--- config.mk ---
export PLATFORM = sky130hd
export DESIGN_NAME = sorted_event_insert_core
export DESIGN_NICKNAME = d
export VERILOG_FILES = /design/src/sei_pkg.sv /design/src/sorted_event_insert_core.sv
export SDC_FILE = /design/constraint.sdc
export NUM_CORES = 1
export LEC_CHECK = 0
export BUFFER_PORTS_ARGS = -buffer_cell sky130_fd_sc_hd__buf_2
export CAP_MARGIN = 0
export CORE_UTILIZATION = 41
export CTS_CLUSTER_DIAMETER = 40
export CTS_CLUSTER_SIZE = 10
export DETAILED_ROUTE_END_ITERATION = 10
export SLEW_MARGIN = 30
export SYNTH_ARGS = -nofsm -noshare
export SYNTH_HDL_FRONTEND = slang
export SYNTH_SLANG_ARGS = --single-unit
export TNS_END_PERCENT = 50
--- constraint.sdc ---
create_clock -name i_clk -period 9.3 [get_ports i_clk]
set_clock_uncertainty 0.15 [all_clocks]
set_input_delay 0 -clock i_clk [delete_from_list [all_inputs] [get_ports i_clk]]
set_output_delay 0 -clock i_clk [all_outputs]
set_load 0.005 [all_outputs]
--- src/sei_pkg.sv ---
// Package: microcode word, step and condition codes, status codes, insert program ROM.
package sei_pkg;

    localparam int KEY_W   = 11;
    localparam int STEP_W  = 4;
    localparam int COND_W  = 3;
    localparam logic [6:0] DEFAULT_LIMIT = 7'd40;

    // Result status codes
    localparam logic [1:0] ST_STORED = 2'd0;
    localparam logic [1:0] ST_DUP    = 2'd1;
    localparam logic [1:0] ST_FULL   = 2'd2;

    // Sequencer steps
    localparam logic [STEP_W-1:0] S_IDLE  = 4'd0;
    localparam logic [STEP_W-1:0] S_CHK   = 4'd1;
    localparam logic [STEP_W-1:0] S_RD    = 4'd2;
    localparam logic [STEP_W-1:0] S_CMP   = 4'd3;
    localparam logic [STEP_W-1:0] S_DEC   = 4'd4;
    localparam logic [STEP_W-1:0] S_SHRD  = 4'd5;
    localparam logic [STEP_W-1:0] S_SHWR  = 4'd6;
    localparam logic [STEP_W-1:0] S_WR    = 4'd7;
    localparam logic [STEP_W-1:0] S_DONE  = 4'd8;

    // Jump conditions
    localparam logic [COND_W-1:0] C_ALWAYS    = 3'd0;
    localparam logic [COND_W-1:0] C_VALID     = 3'd1;
    localparam logic [COND_W-1:0] C_FULL      = 3'd2;
    localparam logic [COND_W-1:0] C_SCAN_END  = 3'd3;
    localparam logic [COND_W-1:0] C_HIT       = 3'd4;
    localparam logic [COND_W-1:0] C_DUP       = 3'd5;
    localparam logic [COND_W-1:0] C_SHIFT_END = 3'd6;
    localparam logic [COND_W-1:0] C_OUT_FREE  = 3'd7;

    typedef struct packed {
        logic [COND_W-1:0] cond;
        logic [STEP_W-1:0] jmp;
        logic [STEP_W-1:0] nxt;
        logic              in_ready;
        logic              ld_key;
        logic              chk_full;
        logic              set_pos;
        logic              inc_j;
        logic              ld_dup;
        logic              j_cnt;
        logic              rd_en;
        logic              rd_prev;
        logic              wr_en;
        logic              wr_key;
        logic              dec_j;
        logic              inc_cnt;
        logic              ld_out;
    } t_uword;

    function automatic t_uword uprog(input logic [STEP_W-1:0] step);
        t_uword w;
        w = '0;
        case (step)
            S_IDLE: begin
                w.cond = C_VALID;    w.jmp = S_CHK;  w.nxt = S_IDLE;
                w.in_ready = 1'b1;   w.ld_key = 1'b1;
            end
            S_CHK: begin
                w.cond = C_FULL;     w.jmp = S_DONE; w.nxt = S_RD;
                w.chk_full = 1'b1;
            end
            S_RD: begin
                w.cond = C_SCAN_END; w.jmp = S_SHRD; w.nxt = S_CMP;
                w.set_pos = 1'b1;    w.rd_en = 1'b1;
            end
            S_CMP: begin
                w.cond = C_HIT;      w.jmp = S_DEC;  w.nxt = S_RD;
                w.set_pos = 1'b1;    w.inc_j = 1'b1; w.ld_dup = 1'b1;
            end
            S_DEC: begin
                w.cond = C_DUP;      w.jmp = S_DONE; w.nxt = S_SHRD;
                w.j_cnt = 1'b1;
            end
            S_SHRD: begin
                w.cond = C_SHIFT_END; w.jmp = S_WR;  w.nxt = S_SHWR;
                w.rd_en = 1'b1;      w.rd_prev = 1'b1;
            end
            S_SHWR: begin
                w.cond = C_ALWAYS;   w.jmp = S_SHRD; w.nxt = S_SHRD;
                w.wr_en = 1'b1;      w.dec_j = 1'b1;
            end
            S_WR: begin
                w.cond = C_ALWAYS;   w.jmp = S_DONE; w.nxt = S_DONE;
                w.wr_en = 1'b1;      w.wr_key = 1'b1; w.inc_cnt = 1'b1;
            end
            S_DONE: begin
                w.cond = C_OUT_FREE; w.jmp = S_IDLE; w.nxt = S_DONE;
                w.ld_out = 1'b1;
            end
            default: begin
                w.cond = C_ALWAYS;   w.jmp = S_IDLE; w.nxt = S_IDLE;
            end
        endcase
        return w;
    endfunction

endpackage

--- src/sorted_event_insert_core.sv ---
// Sorted alarm-time table: microcoded scan / shift / insert sequencer.
// Steps: IDLE accepts, CHK tests full, RD / CMP scan for the first entry not
//   earlier, DEC tests duplicate, SHRD / SHWR shift entries up, WR writes the key,
//   DONE loads the result once the output is free. One request in flight; the
//   table does one read or one write a cycle. Reset (sync, active low) clears count,
//   control and limit (40); table contents stay undefined, never read unwritten.
module sorted_event_insert_core #(
    parameter int CAPACITY = 64
) (
    input  logic                      i_clk,
    input  logic                      i_rst_n,
    // Request channel
    input  logic                      i_valid,
    output logic                      o_ready,
    input  logic [3:0]                i_hour,
    input  logic [5:0]                i_minute,
    input  logic                      i_pm,
    // Result channel
    output logic                      o_valid,
    input  logic                      i_ready,
    output logic [1:0]                o_status,
    output logic [5:0]                o_slot,
    output logic [6:0]                o_stored_count,
    // Register port
    input  logic                      psel,
    input  logic                      penable,
    input  logic                      pwrite,
    input  logic [2:0]                paddr,
    input  logic [31:0]               pwdata,
    output logic [31:0]               prdata,
    output logic                      pready
);
    import sei_pkg::*;

    localparam int AW = (CAPACITY > 1) ? $clog2(CAPACITY) : 1;  // table index
    localparam int CW = $clog2(CAPACITY + 1);                   // count / scan index
    localparam int LW = (CW > 7) ? CW : 7;                      // limit compare width

    // Sequencer
    logic [STEP_W-1:0] r_step, n_step;
    t_uword            uw;
    logic              taken;

    // Datapath registers
    logic [KEY_W-1:0]  r_key;
    logic [KEY_W-1:0]  r_rd_data;
    logic [CW-1:0]     r_j;
    logic [CW-1:0]     r_pos;
    logic [CW-1:0]     r_cnt;
    logic              r_full;
    logic              r_dup;
    logic [6:0]        r_limit;

    // Output register
    logic              r_out_valid;
    logic [1:0]        r_out_status;
    logic [5:0]        r_out_slot;
    logic [6:0]        r_out_count;

    // Table storage, one read and one write port
    logic [KEY_W-1:0]  r_mem [CAPACITY];

    logic [LW-1:0]     lim_eff;
    logic              is_full;
    logic              out_free;
    logic [CW-1:0]     rd_idx;
    logic [AW-1:0]     rd_addr;
    logic [AW-1:0]     wr_addr;
    logic [KEY_W-1:0]  wr_data;
    logic              cfg_wr;

    // ---------------- control ----------------
    assign uw       = uprog(r_step);
    assign out_free = !r_out_valid || i_ready;

    // Effective limit is min(event_limit, CAPACITY)
    assign lim_eff = (LW'(r_limit) < LW'(CAPACITY)) ? LW'(r_limit) : LW'(CAPACITY);
    assign is_full = LW'(r_cnt) >= lim_eff;

    always_comb begin
        case (uw.cond)
            C_ALWAYS:    taken = 1'b1;
            C_VALID:     taken = i_valid;
            C_FULL:      taken = is_full;
            C_SCAN_END:  taken = (r_j == r_cnt);
            C_HIT:       taken = (r_rd_data >= r_key);   // first entry not earlier
            C_DUP:       taken = r_dup;
            C_SHIFT_END: taken = (r_j == r_pos);
            C_OUT_FREE:  taken = out_free;
            default:     taken = 1'b1;
        endcase
        n_step = taken ? uw.jmp : uw.nxt;
    end

    always_ff @(posedge i_clk) begin
        if (!i_rst_n) begin
            r_step <= S_IDLE;
        end else begin
            r_step <= n_step;
        end
    end

    assign o_ready = uw.in_ready;

    // ---------------- datapath ----------------
    assign rd_idx  = uw.rd_prev ? (r_j - CW'(1)) : r_j;
    assign rd_addr = AW'(rd_idx);
    assign wr_addr = uw.wr_key ? AW'(r_pos) : AW'(r_j);
    assign wr_data = uw.wr_key ? r_key : r_rd_data;

    always_ff @(posedge i_clk) begin
        if (uw.wr_en) begin
            r_mem[wr_addr] <= wr_data;
        end
        if (uw.rd_en) begin
            r_rd_data <= r_mem[rd_addr];
        end
    end

    always_ff @(posedge i_clk) begin
        if (!i_rst_n) begin
            r_cnt  <= '0;
            r_j    <= '0;
            r_pos  <= '0;
            r_full <= 1'b0;
            r_dup  <= 1'b0;
        end else begin
            // New request: packed key pm:hour:minute, scan from slot 0
            if (uw.ld_key && i_valid) begin
                r_key <= {i_pm, i_hour, i_minute};
                r_j   <= '0;
                r_dup <= 1'b0;
            end
            if (uw.chk_full) begin
                r_full <= is_full;
            end
            // pos tracks the entry under test; at scan end it equals count
            if (uw.set_pos) begin
                r_pos <= r_j;
            end
            if (uw.ld_dup) begin
                r_dup <= (r_rd_data == r_key);
            end
            if (uw.inc_j) begin
                r_j <= r_j + CW'(1);
            end
            // Shift walks down from the top entry, index count
            if (uw.j_cnt) begin
                r_j <= r_cnt;
            end
            if (uw.dec_j) begin
                r_j <= r_j - CW'(1);
            end
            if (uw.inc_cnt) begin
                r_cnt <= r_cnt + CW'(1);
            end
        end
    end

    // ---------------- result ----------------
    always_ff @(posedge i_clk) begin
        if (!i_rst_n) begin
            r_out_valid <= 1'b0;
        end else if (uw.ld_out && out_free) begin
            r_out_valid <= 1'b1;
        end else if (i_ready) begin
            r_out_valid <= 1'b0;
        end
    end

    always_ff @(posedge i_clk) begin
        if (uw.ld_out && out_free) begin
            r_out_status <= r_full ? ST_FULL : (r_dup ? ST_DUP : ST_STORED);
            r_out_slot   <= r_full ? 6'd0 : 6'(r_pos);
            r_out_count  <= 7'(r_cnt);
        end
    end

    assign o_valid        = r_out_valid;
    assign o_status       = r_out_status;
    assign o_slot         = r_out_slot;
    assign o_stored_count = r_out_count;

    // ---------------- register port ----------------
    // event_limit at byte addresses 0-3 (paddr[2] low); addresses 4-7 read zero, ignore writes
    assign pready = 1'b1;
    assign cfg_wr = psel && penable && pwrite && pready && !paddr[2];

    always_ff @(posedge i_clk) begin
        if (!i_rst_n) begin
            r_limit <= DEFAULT_LIMIT;
        end else if (cfg_wr) begin
            r_limit <= pwdata[6:0];
        end
    end

    assign prdata = paddr[2] ? 32'd0 : 32'(r_limit);

endmodule
==> results.sh <==
export IMPL_post_detailed_route_via_to_cell_ratio=5.540
export IMPL_tritoncts_clock_tree="built"
export IMPL_groute_usage_overall_pct=20.48
export IMPL_fp_dieArea_mm2=0.07872
export IMPL_post_syn_area_mm2=0.03182
export IMPL_globalRouteOverflowTotal=0
export IMPL_final_antenna_net_count=0
export IMPL_hold_path_class="in -> out"
export IMPL_firstDrtPassIters=6
export IMPL_critical_path_peak_fanout=66
export IMPL_fmax_mhz=188.6
export IMPL_floorplan_rows=101
export IMPL_dr_total_vias=20320
export IMPL_synth_top_area_share_pct=69.93
export IMPL_cts_root_buffer_cell="sky130_fd_sc_hd__clkbuf_16"
export IMPL_fin_hold_ws_ps=199.8
export IMPL_setup_worst_path_class="reg -> reg"
export IMPL_critical_path_endpoint_type="flip-flop"
export IMPL_setup_total_negative_slack_ps=0
export IMPL_grt_first_pass_wirelength_mm=120.9
export IMPL_synth_instances=2478
export IMPL_cts_resized=0
export IMPL_synthMostInstantiatedCell="sky130_fd_sc_hd__edfxtp_1"
export IMPL_timing_hold_worst_endpoint="prdata[1]"
export IMPL_synth_edf_count=741
export IMPL_layout_drive_gt1_share_pct=12.02
export IMPL_pleak_nw=12.83
export IMPL_detailedRoute_firstIterationViolations=2247
export IMPL_clockBufferDepth=3
export IMPL_power_ir_vdd_worst_v=0.0001548
export IMPL_startpoint_type="flip-flop"
export IMPL_route_detailed_drc=0
export IMPL_min_path_cells=3
export IMPL_synth_largest_area_cell="sky130_fd_sc_hd__edfxtp_1"
export IMPL_slew_violations=0
export IMPL_rr_endpoint="r_rd_data[3]"
export IMPL_crit_chain="and4bb_1 > nand3_1 > o211ai_4 > buf_4 > nand3_1 > nand4_1 > o21ai_0 > o22ai_1 > a221oi_1"
export IMPL_final_core_utilization_pct=48.59
export IMPL_layout_min_cycle_time_ps=5302
export IMPL_outcome="completed"
export IMPL_critPathMostFrequentCell="sky130_fd_sc_hd__nand3_1"
export IMPL_synth_sequential_area_ratio_pct=72.14
export IMPL_ys_flop_type="sky130_fd_sc_hd__edfxtp_1"
export IMPL_cpPeakStageDelay_ps=910
export IMPL_synth_seq_cells=776
export IMPL_die_height_um=280.6
export IMPL_number_of_nets_at_the_end_of_the_flow=2640
export IMPL_die_w_um=280.6
export IMPL_numCtsBuffers=108
export IMPL_gp_routability_congestion=0.8691
export IMPL_ys_async_sr_fraction_pct=0
export IMPL_ioPinCount=103
export IMPL_dp_cells=3430
export IMPL_fin_cells=3668
export IMPL_worst_skew_pair_late_latency_ps=660
export IMPL_clock_sinks=776
export IMPL_detail_route_wirelength_mm=80.05
export IMPL_worst_r2r_cell_count=9
export IMPL_worst_setup_hold_path_clk_slew_ps=50
export IMPL_maxSlewHeadroom_pct=31.12
export IMPL_port_buffers=49
export IMPL_h_tree_depth_reported_by_cts=3
export IMPL_hold_startpoint="paddr[2]"
export IMPL_first_global_vias=19760
export IMPL_post_route_cell_area_mm2=0.03709
export IMPL_critPathArrivalTime_ps=5480
export IMPL_ff2ff_setup_slack_ps=4000
export IMPL_worstPathRequired_ps=9480
export IMPL_syn_mean_instance_area_um2=12.84
export IMPL_placedInstanceArea_mm2=0.03310
export IMPL_antenna_found_initial=0
export IMPL_maxCapViolations=0
export IMPL_synthDistinctLibCells=62
export IMPL_critical_path_slowest_cell="sky130_fd_sc_hd__and4bb_1"
export IMPL_power_per_cell_area_mw_per_mm2=236.0
export IMPL_yosys_top_cells_area="sky130_fd_sc_hd__edfxtp_1 (70%), sky130_fd_sc_hd__nand2_1 (7.8%), sky130_fd_sc_hd__nand3_1 (3.6%)"
export IMPL_report_final_setup_viol=0
export IMPL_post_cts_setup_buffer_count=0
export IMPL_antenna_cells=0
export IMPL_yosys_top_cells_count="sky130_fd_sc_hd__edfxtp_1 (741), sky130_fd_sc_hd__nand2_1 (658), sky130_fd_sc_hd__nand3_1 (229), sky130_fd_sc_hd__nor2_1 (111), sky130_fd_sc_hd__clkbuf_1 (80)"
export IMPL_syn_to_final_growth_pct=16.56
export IMPL_effective_utilization_at_floorplan_pct=41.69
export IMPL_reg2reg_from="r_step[2]"
export IMPL_fraction_of_the_cycle_the_final_worst_path_needs_pct=57.01
export IMPL_grt_start_max_net_pins=177
export IMPL_yosys_warnings=0
export IMPL_tightest_slew_ps=1033
export IMPL_core_area_mm2=0.07633
export IMPL_dpl_wire_length_mm=43.88
export IMPL_routedWlPerCell_um=21.82
export IMPL_fillers=6547
export IMPL_grt_setup_unrepaired="false"
export IMPL_final_hold_violation_count=0
==> sequential cells by signal, indices dropped and copies added (netlist names), 4 cells and up <==
name,flops
r_mem,704
o_stored_count,7
r_key,11
r_limit,7
r_step,4
r_j,7
r_cnt,7
o_slot,6
r_rd_data,11
r_pos,7
==> stage by stage <==
| step | setup slack, ps | power, mW |
|---|---|---|
| floorplan | 4343 | 4.629 |
| global placement | 4142 | 4.896 |
| detailed placement | 4099 | 4.926 |
| CTS | 4094 | 8.798 |
| global route | 3751 | 9.017 |
| finish | 3998 | 8.754 |
==> worst max-delay path, delay by kind of cell (launching register included) <==
kind | cells | cell delay, ps
buf+inv | 1 | 820
simple gates | 4 | 1700
flops | 1 | 710
compound gates | 4 | 1540
==> cells by family (layout without fill, tap and decap cells) <==
logic type / after synthesis / in the layout / synth area share (%)
compound gates: 230 / 230 / 5.195
xor+xnor: 22 / 22 / 0.6882
fa+ha+maj: 21 / 21 / 0.8258
buf+inv: 204 / 340 / 3.087
flops: 776 / 776 / 72.14
mux: 76 / 76 / 2.391
other cells: 2 / 26 / 0.02360
simple gates: 1147 / 1147 / 15.65
==> worst max path at each step <==
stage	start	endpoint	slack, ps
finish	r_step[2]	r_rd_data[3]	4000
global route	r_step[2]	r_rd_data[3]	3750
CTS	r_step[2]	r_rd_data[3]	4090
detailed placement	r_step[2]	r_rd_data[3]	4100
global placement	r_step[2]	r_rd_data[3]	4140
floorplan	r_step[0]	r_mem[0][10]	4340
==> where the power goes <==
group          total [mW]  internal (mW)  switching, mW
sequential           4.04           4.00         0.0395
clock                3.87           2.40           1.46
combinational       0.851          0.231          0.620
total                8.75           6.63           2.12
==> routing by layer <==
layer / global-route usage (%) / share of wire, %
met5: 0 / 0
met4: 6.417 / 2.6
met3: 3.805 / 7.2
met2: 32.64 / 47
met1: 28.37 / 43
==> area by class of cell <==
cell class | count | area, um^2 | share of cell area, %
clock buffer | 125 | 2788 | 7.517
timing repair buffer | 132 | 1041 | 2.807
clock inverter | 57 | 604.3 | 1.630
sequential | 776 | 22950 | 61.89
multi-input combinational | 1522 | 8315 | 22.42
inverter | 26 | 97.59 | 0.2631
tap | 1030 | 1289 | 3.475
==> cells in the final DEF, fill, tap and decap left out, drive strengths merged, types with 3 or more instances in the layout <==
master / instances
nor3: 11
a21boi: 12
mux2i: 76
clkinv: 36
o211ai: 4
o22ai: 14
nor4: 4
or3: 5
o31ai: 4
o221ai: 4
a32oi: 67
inv: 31
a22oi: 3
conb: 26
xor2: 6
nand4: 75
dlygate4sd3: 55
dfxtp: 35
clkbuf: 126
a21oi: 14
buf: 76
nor2b: 22
a31oi: 25
xnor2: 16
nand2b: 3
o21ai: 52
clkinvlp: 6
ha: 21
nand3b: 5
nor2: 111
and2: 12
bufinv: 10
edfxtp: 741
nand3: 229
nand2: 658
a221oi: 13
and3: 5
==> timing repair <==
item | CTS | global route
hold buffers | 55 | 0
endpoints found under the hold margin | 72 | 0
setup endpoints to repair | 0 | 0
No activity file was read; power rests on OpenSTA's default activity.
